**config.mk**
```make
export PLATFORM = sky130hd
export DESIGN_NAME = boolean_expression_evaluator_unit
export DESIGN_NICKNAME = d
export VERILOG_FILES = /design/src/hdl/bee_pkg.sv /design/src/hdl/boolean_expression_evaluator_unit.sv /design/src/hdl/bee_stack.sv
export SDC_FILE = /design/constraint.sdc
export NUM_CORES = 1
export LEC_CHECK = 0
export ABC_CLOCK_PERIOD_IN_PS = 5000
export BUFFER_PORTS_ARGS = -buffer_cell sky130_fd_sc_hd__buf_2
export CORE_MARGIN = 2
export CORE_UTILIZATION = 30
export CTS_CLUSTER_DIAMETER = 80
export DETAILED_ROUTE_END_ITERATION = 8
export MAX_ROUTING_LAYER = met4
export SLEW_MARGIN = 15
export SYNTH_ARGS = -nofsm -noshare
export SYNTH_HDL_FRONTEND = slang
export SYNTH_SLANG_ARGS = --single-unit
```
**constraint.sdc**
```tcl
create_clock -name aclk -period 5 [get_ports aclk]
set_input_delay 0.75 -clock aclk [delete_from_list [all_inputs] [get_ports aclk]]
set_output_delay 0.75 -clock aclk [all_outputs]
set_load 0.01 [all_outputs]
```
**src/hdl/bee_pkg.sv**
```systemverilog
// Shared types, character codes and helpers for the Boolean expression evaluator.
`timescale 1ns / 1ps

package bee_pkg;

    // Open-level count is kept at full 32-bit range and saturates there
    localparam int DEPTH_W = 32;
    localparam logic [DEPTH_W-1:0] DEPTH_SAT = '1;

    // Character codes
    localparam logic [7:0] CH_AND   = 8'h26;
    localparam logic [7:0] CH_OR    = 8'h7C;
    localparam logic [7:0] CH_NAND  = 8'h40;
    localparam logic [7:0] CH_XOR   = 8'h24;
    localparam logic [7:0] CH_NOT   = 8'h21;
    localparam logic [7:0] CH_OPEN  = 8'h28;
    localparam logic [7:0] CH_CLOSE = 8'h29;
    localparam logic [7:0] CH_TRUE  = 8'h54;
    localparam logic [7:0] CH_FALSE = 8'h46;
    localparam logic [7:0] CH_SPACE = 8'h20;

    // Operator codes
    localparam logic [1:0] OP_AND  = 2'd0;
    localparam logic [1:0] OP_OR   = 2'd1;
    localparam logic [1:0] OP_NAND = 2'd2;
    localparam logic [1:0] OP_XOR  = 2'd3;

    // Result status codes, lowest wins
    localparam logic [2:0] STATUS_OK      = 3'd0;
    localparam logic [2:0] STATUS_CHAR    = 3'd1;
    localparam logic [2:0] STATUS_EXTRA   = 3'd2;
    localparam logic [2:0] STATUS_MISSING = 3'd3;
    localparam logic [2:0] STATUS_SEQ     = 3'd4;
    localparam logic [2:0] STATUS_DEEP    = 3'd5;

    // Evaluation context of one nesting level
    typedef struct packed {
        logic       negate;
        logic       have;
        logic [1:0] op;
        logic       acc;
    } level_t;

    typedef struct packed {
        logic   push;
        level_t data;
    } push_req_t;

    function automatic logic apply_op(logic [1:0] op, logic a, logic b);
        logic r;
        case (op)
            OP_AND:  r = a & b;
            OP_OR:   r = a | b;
            OP_NAND: r = ~(a & b);
            default: r = a ^ b;
        endcase
        return r;
    endfunction

    // Fold an operand into a level, honouring a waiting negation
    function automatic level_t take_value(level_t lv, logic v);
        logic   x;
        level_t r;
        x        = v ^ lv.negate;
        r        = lv;
        r.negate = 1'b0;
        r.acc    = lv.have ? apply_op(lv.op, lv.acc, x) : x;
        r.have   = 1'b1;
        return r;
    endfunction

endpackage

```
**src/hdl/boolean_expression_evaluator_unit.sv**
```systemverilog
// Top level of the Boolean expression evaluator.
`timescale 1ns / 1ps
// Evaluates a Boolean expression streamed in one ASCII character per request
// on the s_ channel; s_tlast marks the final character. Values are T and F,
// operators & | @ (NAND) $ (XOR) fold left to right, a prefix ! negates the
// next value or group, parentheses nest and spaces are skipped.
// Only the request carrying s_tlast produces a result on the m_ channel:
// m_tdata[0] is the value, m_tdata[3:1] the status (0 ok, 1 bad character,
// 2 extra ')', 3 missing ')', 4 bad sequence, 5 too deep).
// Throughput: one character per cycle unless stalled. Latency: the result is
// registered and presented the cycle after the last character is accepted.
// Each character is decoded and folded in a single pass between the state
// registers; the saved-level stack is a memory whose top entry is kept
// prefetched in a register, so a ')' pops without a wait.
// When the receiver stalls, the pending result is held and s_tready stays
// low until it is taken. Reset (aresetn low) drops any result, clears the
// evaluation state and opens a fresh expression; no clearing pass is needed.
module boolean_expression_evaluator_unit #(
    parameter int MAX_DEPTH = 16
) (
    input  logic       aclk,
    input  logic       aresetn,
    input  logic       s_tvalid,
    output logic       s_tready,
    input  logic [7:0] s_tdata,   // [7:0] ch
    input  logic       s_tlast,
    output logic       m_tvalid,
    input  logic       m_tready,
    output logic [7:0] m_tdata    // [0] value, [3:1] status, [7:4] zero
);

    localparam int ERR_CHAR  = 0;
    localparam int ERR_EXTRA = 1;
    localparam int ERR_SEQ   = 2;
    localparam int ERR_DEEP  = 3;

    localparam logic [bee_pkg::DEPTH_W-1:0] MAX_D = bee_pkg::DEPTH_W'(MAX_DEPTH);

    logic [bee_pkg::DEPTH_W-1:0] depth_reg, depth_next, depth_step, depth_dec;
    bee_pkg::level_t             lvl_reg, lvl_next, lvl_step;
    logic                        expect_reg, expect_next, expect_step;
    logic [3:0]                  err_reg, err_next, err_step;
    logic                        m_valid_reg, m_valid_next;
    logic                        m_value_reg, m_value_next;
    logic [2:0]                  m_status_reg, m_status_next;
    logic [2:0]                  status;

    bee_pkg::push_req_t push_req;
    bee_pkg::push_req_t stack_req;
    bee_pkg::level_t    top;
    bee_pkg::level_t    restored;
    logic               in_fire;

    assign s_tready = ~m_valid_reg | m_tready;
    assign in_fire  = s_tvalid & s_tready;
    assign depth_dec = depth_reg - bee_pkg::DEPTH_W'(1);

    // Effect of one character on the evaluation state
    always_comb begin
        depth_step    = depth_reg;
        lvl_step      = lvl_reg;
        expect_step   = expect_reg;
        err_step      = err_reg;
        push_req.push = 1'b0;
        push_req.data = lvl_reg;
        restored      = top;
        case (s_tdata)
            bee_pkg::CH_SPACE: begin
            end
            bee_pkg::CH_TRUE, bee_pkg::CH_FALSE: begin
                if (!expect_reg) begin
                    err_step[ERR_SEQ] = 1'b1;
                end
                lvl_step    = bee_pkg::take_value(lvl_reg, s_tdata == bee_pkg::CH_TRUE);
                expect_step = 1'b0;
            end
            bee_pkg::CH_NOT: begin
                if (!expect_reg || lvl_reg.negate) begin
                    err_step[ERR_SEQ] = 1'b1;
                end
                lvl_step.negate = 1'b1;
            end
            bee_pkg::CH_OPEN: begin
                if (!expect_reg) begin
                    err_step[ERR_SEQ] = 1'b1;
                end
                if (depth_reg < MAX_D) begin
                    push_req.push = 1'b1;
                end else begin
                    err_step[ERR_DEEP] = 1'b1;
                end
                if (depth_reg != bee_pkg::DEPTH_SAT) begin
                    depth_step = depth_reg + bee_pkg::DEPTH_W'(1);
                end
                lvl_step    = '0;
                expect_step = 1'b1;
            end
            bee_pkg::CH_CLOSE: begin
                if (depth_reg == '0) begin
                    err_step[ERR_EXTRA] = 1'b1;
                end else begin
                    if (expect_reg) begin
                        err_step[ERR_SEQ] = 1'b1;
                    end
                    depth_step  = depth_dec;
                    expect_step = 1'b0;
                    // Unsaved levels only drop the count
                    if (depth_dec < MAX_D) begin
                        lvl_step = bee_pkg::take_value(restored, lvl_reg.acc);
                    end
                end
            end
            bee_pkg::CH_AND, bee_pkg::CH_OR, bee_pkg::CH_NAND, bee_pkg::CH_XOR: begin
                if (expect_reg) begin
                    err_step[ERR_SEQ] = 1'b1;
                end
                case (s_tdata)
                    bee_pkg::CH_AND:  lvl_step.op = bee_pkg::OP_AND;
                    bee_pkg::CH_OR:   lvl_step.op = bee_pkg::OP_OR;
                    bee_pkg::CH_NAND: lvl_step.op = bee_pkg::OP_NAND;
                    default:          lvl_step.op = bee_pkg::OP_XOR;
                endcase
                expect_step = 1'b1;
            end
            default: begin
                err_step[ERR_CHAR] = 1'b1;
            end
        endcase
    end

    always_comb begin
        if (err_step[ERR_CHAR]) begin
            status = bee_pkg::STATUS_CHAR;
        end else if (err_step[ERR_EXTRA]) begin
            status = bee_pkg::STATUS_EXTRA;
        end else if (depth_step != '0) begin
            status = bee_pkg::STATUS_MISSING;
        end else if (err_step[ERR_SEQ] || expect_step) begin
            status = bee_pkg::STATUS_SEQ;
        end else if (err_step[ERR_DEEP]) begin
            status = bee_pkg::STATUS_DEEP;
        end else begin
            status = bee_pkg::STATUS_OK;
        end
    end

    always_comb begin
        depth_next    = depth_reg;
        lvl_next      = lvl_reg;
        expect_next   = expect_reg;
        err_next      = err_reg;
        m_valid_next  = m_valid_reg & ~m_tready;
        m_value_next  = m_value_reg;
        m_status_next = m_status_reg;
        if (in_fire) begin
            if (s_tlast) begin
                // Emit and open a fresh expression
                depth_next    = '0;
                lvl_next      = '0;
                expect_next   = 1'b1;
                err_next      = '0;
                m_valid_next  = 1'b1;
                m_status_next = status;
                m_value_next  = (status == bee_pkg::STATUS_OK) ? lvl_step.acc : 1'b0;
            end else begin
                depth_next  = depth_step;
                lvl_next    = lvl_step;
                expect_next = expect_step;
                err_next    = err_step;
            end
        end
    end

    always_ff @(posedge aclk) begin
        if (!aresetn) begin
            depth_reg   <= '0;
            lvl_reg     <= '0;
            expect_reg  <= 1'b1;
            err_reg     <= '0;
            m_valid_reg <= 1'b0;
        end else begin
            depth_reg   <= depth_next;
            lvl_reg     <= lvl_next;
            expect_reg  <= expect_next;
            err_reg     <= err_next;
            m_valid_reg <= m_valid_next;
        end
    end

    always_ff @(posedge aclk) begin
        m_value_reg  <= m_value_next;
        m_status_reg <= m_status_next;
    end

    // Push only on an accepted request
    assign stack_req = {push_req.push & in_fire, push_req.data};

    bee_stack #(
        .MAX_DEPTH (MAX_DEPTH)
    ) u_stack (
        .aclk       (aclk),
        .push_req   (stack_req),
        .depth      (depth_reg),
        .depth_next (depth_next),
        .top        (top)
    );

    assign m_tvalid = m_valid_reg;
    assign m_tdata  = {4'b0000, m_status_reg, m_value_reg};

endmodule

```
**src/hdl/bee_stack.sv**
```systemverilog
// Saved-level stack with a registered top-of-stack read.
`timescale 1ns / 1ps

module bee_stack #(
    parameter int MAX_DEPTH = 16
) (
    input  logic                         aclk,
    input  bee_pkg::push_req_t           push_req,
    input  logic [bee_pkg::DEPTH_W-1:0]  depth,
    input  logic [bee_pkg::DEPTH_W-1:0]  depth_next,
    output bee_pkg::level_t              top
);

    localparam int ADDR_W = (MAX_DEPTH > 1) ? $clog2(MAX_DEPTH) : 1;

    bee_pkg::level_t mem [MAX_DEPTH];
    bee_pkg::level_t top_reg;

    logic [ADDR_W-1:0] wr_addr;
    logic [ADDR_W-1:0] rd_addr;

    assign wr_addr = ADDR_W'(depth);
    // Prefetch the entry that will sit on top after this cycle
    assign rd_addr = ADDR_W'(depth_next - bee_pkg::DEPTH_W'(1));

    always_ff @(posedge aclk) begin
        if (push_req.push) begin
            mem[wr_addr] <= push_req.data;
        end
    end

    // Forward a fresh push, otherwise read the new top
    always_ff @(posedge aclk) begin
        if (push_req.push) begin
            top_reg <= push_req.data;
        end else begin
            top_reg <= mem[rd_addr];
        end
    end

    assign top = top_reg;

endmodule

```
==> results.txt, run 1 <==
Setup_tns -> 0 ns
Commonest non-fill, non-tap cell in the layout -> edfxtp_1
Area grow syn2layout -> 15.7%
Clock slew at reported path FFs -> 0.06 ns
Number of synthesized flops with an enable pin -> 84
Final Core Density -> 35.4%
DR vias -> 7,413
R2r setup slk -> 0.48 ns
Clock H-tree levels -> 4
Worst setup startpoint -> depth_reg[2]$_SDFF_PN0_
Initial DRC Count -> 764
Max reg flops -> 80
P_leak -> 3.63 nW
Worst path most repeated cell -> a21oi_1
Pwr dens -> 271 nW/um^2
Synth unique cells -> 84
Register area -> 3480 sq um
DR WL/cell -> 21.3 um
Total congestion overflow -> 0
Core area -> 27,000 sq um
Worst endpoint data arrival time -> 4.84 ns
Setup ws final -> 0.476 ns
Worst hold path type -> flop to flop
CP Capture Type -> flop
Fraction of registers with async set or reset after synthesis -> 0%
# IOs -> 23
Syn Inst Count -> 880
CTS buffer count -> 17
# setup viols final -> 0
Worst r2r src -> depth_reg[2]$_SDFF_PN0_
DRC Markers -> 0
Worst Max-Slew Pin Slew -> 0.833 ns
Root buffer cell -> clkbuf_16
Synth Area per Inst -> 9.37 sq um
Clock Latency Late Sink -> 0.43 ns
Routability Congestion -> 0.971
Antenna cell count -> 0
Via-per-instance ratio -> 5.88
Die Area -> 28,800 sq um
Dpl ws -> 0.318 ns
Filler cells -> 2,686
Post-CTS Repair Setup Buffers -> 0
Ys Warns -> 0
Initial antenna violation count -> 0
Status -> finished, final reports clean
Post_cts resized -> 0
Multi-input gate area -> 4380 sq um
Cells along the critical path -> nand3_1 > or3_1 > nor4_1 > a211oi_1 > a221oi_4 > ha_1 > a21oi_1 > a2111oi_4 > mux2_2 > a21oi_1 > o21ai_0 > and3_1 > o22a_1
Routed WL -> 26,900 um
RSZ-0062 raised after global routing -> no
CTS hold repair buffers -> 0
Largest net degree at the start of global routing -> 49
FF-to-FF path depth -> 13
Chip Height -> 170 um
Crit Path Class -> flop to flop
Critical path peak fanout -> 18
Clock tree buffer depth -> 2
Worst setup SP type -> flop
Final period util -> 90.5%
Req. time, crit path -> 5.31 ns
Tmin final -> 4.52 ns
GRT Util Overall -> 19.3%
Worst path max stage delay -> 0.74 ns
Yosys reg bits -> 132
First-pass GRT wire length -> 41,400 um
Layout cells sized above 1 -> 15.8%
Core Rows -> 60
Final ANT Viol Nets -> 0
Most frequent cells in the layout -> edfxtp_1, nor2_1, buf_4
CP max stage cell -> dfxtp_1
Synth Flop Type -> edfxtp_1
Mapped Area -> 8250 sq um
Final Hold Viols -> 0
Sequential area share after synthesis -> 42.2%
Hold path start -> err_reg[0]$_SDFFE_PN0P_
VDD IR max -> 0.175 mV
Dpl hpwl -> 19,300 um
Max cap viols -> 0
CTS tree -> yes
Hold path depth -> 2
Clock sinks -> 132
Family with the most delay on the worst path -> simple AND/OR/NAND/NOR gates
Slew Viols, Final -> 0
Die X -> 170 um
Initial Utilization -> 30.6%
Buffers added on ports -> 18
Slew headroom -> 43.0%
Fin nets -> 929
Max Clock Freq -> 221 MHz
CP Depth -> 13
Setup Skew -> 0.00999 ns
Crit path buffers/inverters -> 0
Vias in the first global route -> 6,976
First-pass detailed-route iteration total -> 5
logic make-up after synthesis:
kind of cell	Yosys count	share of synthesized area, %
simple gates	366	24.8
flops	132	42.2
fa+ha+maj	9	1.37
other cells	1	0.0455
mux	41	5.02
buf+inv	92	4.95
compound gates	213	18.8
xor+xnor	26	2.76
cell type report:
class                   count  area share, %
repair buffers             79           5.75
flip-flops and latches    132           36.5
inverters                  18          0.708
well taps                 341           4.47
clock inverters            13           2.07
multi-input cells         659           45.9
clock buffers              19           4.54
worst paths after layout:
path / end
min reg2reg: err_reg[0]$_SDFFE_PN0P_
min: err_reg[0]$_SDFFE_PN0P_
max: u_stack.top[0]$_DFF_P_
max reg2reg: u_stack.top[0]$_DFF_P_
tightest hold or removal path: stages, from the launching register on:
cell and delay, ns:
dfxtp_1 0.32, a21oi_1 0.04, nor2_1 0.07
cell usage after synthesis, drive strengths merged, types with 3 or more instances:
master | n | area [sq um]
edfxtp | 84 | 2520
nor2 | 65 | 246
nand2 | 58 | 218
clkbuf | 52 | 195
dfxtp | 48 | 961
a21oi | 41 | 213
nor3 | 39 | 195
mux2i | 38 | 380
nor2b | 33 | 206
o21ai | 29 | 145
and2 | 28 | 175
nand3 | 24 | 120
nor4 | 23 | 165
buf | 22 | 145
a211oi | 19 | 143
nand4 | 19 | 119
xnor2 | 19 | 166
a22oi | 18 | 135
inv | 18 | 67.6
and3 | 17 | 106
or4 | 13 | 109
o211ai | 12 | 90.1
a31oi | 11 | 75.1
a22o | 10 | 87.6
ha | 9 | 113
a32oi | 8 | 77.6
nor4b | 8 | 82.6
o31ai | 8 | 65.1
a2111oi | 7 | 80.1
nor3b | 7 | 57.6
or2 | 7 | 43.8
xor2 | 7 | 61.3
a211o | 6 | 52.6
o22ai | 6 | 37.5
or3 | 6 | 37.5
a221oi | 5 | 50.0
and4 | 5 | 43.8
o21a | 5 | 37.5
a21o | 3 | 22.5
mux2 | 3 | 33.8
nand2b | 3 | 18.8
o221ai | 3 | 26.3
or4b | 3 | 30.0
stage by stage:
stage | hold slack (ns) | power, mW | area [sq um] | std cells
floorplan | 0.429 | 1.22 | 8260 | 883
global placement | 0.446 | 1.25 | 8910 | 1229
detailed placement | 0.453 | 1.25 | 8910 | 1229
CTS | 0.467 | 2.60 | 9540 | 1261
global route | 0.505 | 2.65 | 9540 | 1261
finish | 0.463 | 2.59 | 9540 | 1261
power by group:
part	internal [mW]	total, mW	switching (mW)
Combinational	0.0233	0.0766	0.0533
Clock	0.844	1.36	0.516
Sequential	1.15	1.15	0.00142
Total	2.02	2.59	0.571
layer usage:
layer	global-route usage, %	part of all wire [%]	vias to the layer above
met2	29.7	45	335
met1	25.3	45	3570
met4	6.50	3.6	0
met3	4.20	6.7	87
met5	-	0	-
li1	-	-	3421
Power figures use the tool's default switching activity.
==> run 2: changes to the inputs <==
--- a/config.mk
+++ b/config.mk
@@ -9,10 +9,10 @@
 export BUFFER_PORTS_ARGS = -buffer_cell sky130_fd_sc_hd__buf_2
 export CORE_MARGIN = 2
 export CORE_UTILIZATION = 30
+export CTS_BUF_LIST = sky130_fd_sc_hd__clkbuf_4
 export CTS_CLUSTER_DIAMETER = 80
 export DETAILED_ROUTE_END_ITERATION = 8
 export MAX_ROUTING_LAYER = met4
-export SLEW_MARGIN = 15
 export SYNTH_ARGS = -nofsm -noshare
 export SYNTH_HDL_FRONTEND = slang
 export SYNTH_SLANG_ARGS = --single-unit
==> run 2 against run 1 <==
Net effect: via count decreased by 1.7%; die area unchanged; hold slack improved by 0.016 ns; routed wire length decreased by 0.35%; critical path depth up 2; non-clock buffer count is the same; count of clock-buffer cells in the layout is the same; power decreased by 19%; final cell count hardly changed; cell area down 3.0%; clock power down 36%.
==> results.txt, run 2 (synthesis results as in run 1) <==
Status -> finished, final reports clean (unchanged)
Filler cells -> 2,722 (was 2,686)
Slew headroom -> 42.2% (was 43.0%)
Routed WL -> 26,800 um (was 26,900 um)
VDD IR max -> 0.112 mV (was 0.175 mV)
P_leak -> 3.50 nW (was 3.63 nW)
FF-to-FF path depth -> 15 (was 13)
Worst hold path type -> flop to flop (unchanged)
R2r setup slk -> 0.36 ns (was 0.48 ns)
Terminus of the critical flop-to-flop path -> u_stack.top[3]$_DFF_P_ (was u_stack.top[0]$_DFF_P_)
Chip Height -> 170 um (unchanged)
Final ANT Viol Nets -> 0 (unchanged)
DR WL/cell -> 21.2 um (was 21.3 um)
Setup_tns -> 0 ns (unchanged)
Crit path buffers/inverters -> 2 (was 0)
Core Rows -> 60 (unchanged)
Worst r2r src -> depth_reg[0]$_SDFF_PN0_ (was depth_reg[2]$_SDFF_PN0_)
Hold path start -> err_reg[0]$_SDFFE_PN0P_ (unchanged)
# IOs -> 23 (unchanged)
Critical path peak fanout -> 11 (was 18)
First-pass detailed-route iteration total -> 5 (unchanged)
Root buffer cell -> clkbuf_4 (was clkbuf_16)
Commonest non-fill, non-tap cell in the layout -> edfxtp_1 (unchanged)
CTS buffer count -> 17 (unchanged)
CP Depth -> 15 (was 13)
Total congestion overflow -> 0 (unchanged)
Fin nets -> 929 (unchanged)
Initial antenna violation count -> 1 (was 0)
Most frequent cells in the layout -> edfxtp_1, nor2_1, buf_4 (unchanged)
Clock sinks -> 132 (unchanged)
Crit Path Class -> flop to flop (unchanged)
Hold Path End -> err_reg[0]$_SDFFE_PN0P_ (unchanged)
DRC Markers -> 0 (unchanged)
Worst setup startpoint -> depth_reg[0]$_SDFF_PN0_ (was depth_reg[2]$_SDFF_PN0_)
Vias in the first global route -> 6,939 (was 6,976)
Worst setup SP type -> flop (unchanged)
Dpl hpwl -> 19,300 um (unchanged)
Max cap viols -> 0 (unchanged)
Worst Max-Slew Pin Slew -> 0.846 ns (was 0.833 ns)
CP Capture Type -> flop (unchanged)
Cells along the critical path -> inv_1 > ha_1 > nor4b_1 > and4_1 > a31oi_2 > o21ai_0 > a221oi_4 > ha_1 > and3_1 > a2111oi_4 > nor2b_1 > buf_4 > a221oi_1 > mux2i_1 > a21oi_1 (was nand3_1 > or3_1 > nor4_1 > a211oi_1 > a221oi_4 > ha_1 > a21oi_1 > a2111oi_4 > mux2_2 > a21oi_1 > o21ai_0 > and3_1 > o22a_1)
Area grow syn2layout -> 12.2% (was 15.7%)
CTS tree -> yes (unchanged)
Via-per-instance ratio -> 5.78 (was 5.88)
# setup viols final -> 0 (unchanged)
Worst endpoint data arrival time -> 5.12 ns (was 4.84 ns)
GRT Util Overall -> 19.1% (was 19.3%)
Post_cts resized -> 0 (unchanged)
Post-CTS Repair Setup Buffers -> 0 (unchanged)
CTS hold repair buffers -> 0 (unchanged)
Final period util -> 92.9% (was 90.5%)
Routability Congestion -> 0.971 (unchanged)
Max Clock Freq -> 215 MHz (was 221 MHz)
Clock tree buffer depth -> 2 (unchanged)
CP max stage cell -> a2111oi_4 (was dfxtp_1)
Setup Skew -> 0.0249 ns (was 0.00999 ns)
Final Core Density -> 34.3% (was 35.4%)
Buffers added on ports -> 18 (unchanged)
Core area -> 27,000 sq um (unchanged)
Clock Latency Late Sink -> 0.55 ns (was 0.43 ns)
DR vias -> 7,289 (was 7,413)
Initial Utilization -> 30.6% (unchanged)
RSZ-0062 raised after global routing -> no (unchanged)
Final std cells w/o fill -> 1,262 (was 1,261)
Family with the most delay on the worst path -> compound AO/OA/AOI/OAI gates (was simple AND/OR/NAND/NOR gates)
First-pass GRT wire length -> 41,000 um (was 41,400 um)
Hold path depth -> 2 (unchanged)
Placed cell count -> 1,229 (unchanged)
Max reg flops -> 80 (unchanged)
Largest net degree at the start of global routing -> 49 (unchanged)
Clock slew at reported path FFs -> 0.13 ns (was 0.06 ns)
Clock H-tree levels -> 4 (unchanged)
Die X -> 170 um (unchanged)
Worst path most repeated cell -> ha_1 (was a21oi_1)
Pwr dens -> 226 nW/um^2 (was 271 nW/um^2)
Layout cells sized above 1 -> 16.0% (was 15.8%)
Tmin final -> 4.64 ns (was 4.52 ns)
Die Area -> 28,800 sq um (unchanged)
Slew Viols, Final -> 0 (unchanged)
Req. time, crit path -> 5.48 ns (was 5.31 ns)
Worst path max stage delay -> 0.52 ns (was 0.74 ns)
Final Hold Viols -> 0 (unchanged)
Initial DRC Count -> 857 (was 764)
-- run 2: cell type report --
type,count,area [sq um],share of cell area (%)
clock buffers,19,143,1.54
clock inverters,13,198,2.14
inverters,18,67.6,0.730
diodes,1,2.50,0.0270
multi-input cells,659,4380,47.4
repair buffers,79,548,5.92
flip-flops and latches,132,3480,37.7
well taps,341,427,4.61
-- run 2: tightest hold or removal path, delay by kind of cell, from the launching register on --
| kind | cells | cell delay [ns] |
|---|---|---|
| flip-flops | 1 | 0.34 |
| AND/OR/NAND/NOR | 1 | 0.07 |
| AO/OA/AOI/OAI | 1 | 0.04 |
-- run 2: power breakdown --
part | switching [mW] | internal, mW | total (mW)
registers | 0.00144 | 1.15 | 1.15
clock network | 0.451 | 0.417 | 0.868
logic | 0.0532 | 0.0233 | 0.0765
total | 0.506 | 1.59 | 2.09
-- run 2: stage by stage --
stage | instance area, sq um | setup slack (ns) | hold WS (ns) | total power [mW]
6_report | 9250 | 0.357 | 0.479 | 2.09
5_1_grt | 9250 | 0.00328 | 0.522 | 2.15
4_1_cts | 9250 | 0.403 | 0.483 | 2.11
3_5_place_dp | 8910 | 0.318 | 0.453 | 1.25
3_3_place_gp | 8910 | 0.453 | 0.446 | 1.25
2_1_floorplan | 8260 | 0.243 | 0.429 | 1.22
-- run 2: worst max path at each step --
stage	to
after floorplan	u_stack.top[0]$_DFF_P_
after global placement	u_stack.top[0]$_DFF_P_
after detailed placement	u_stack.top[0]$_DFF_P_
after CTS	u_stack.top[4]$_DFF_P_
after global routing	u_stack.top[3]$_DFF_P_
final	u_stack.top[3]$_DFF_P_
-- run 2: routing by layer --
metal	track usage (%)	share of wire, %	vias to the layer above
li1	-	-	3410
met1	25.1	45	3512
met2	29.4	45	301
met3	3.64	6.6	66
met4	7.17	3.3	0
met5	-	0	-
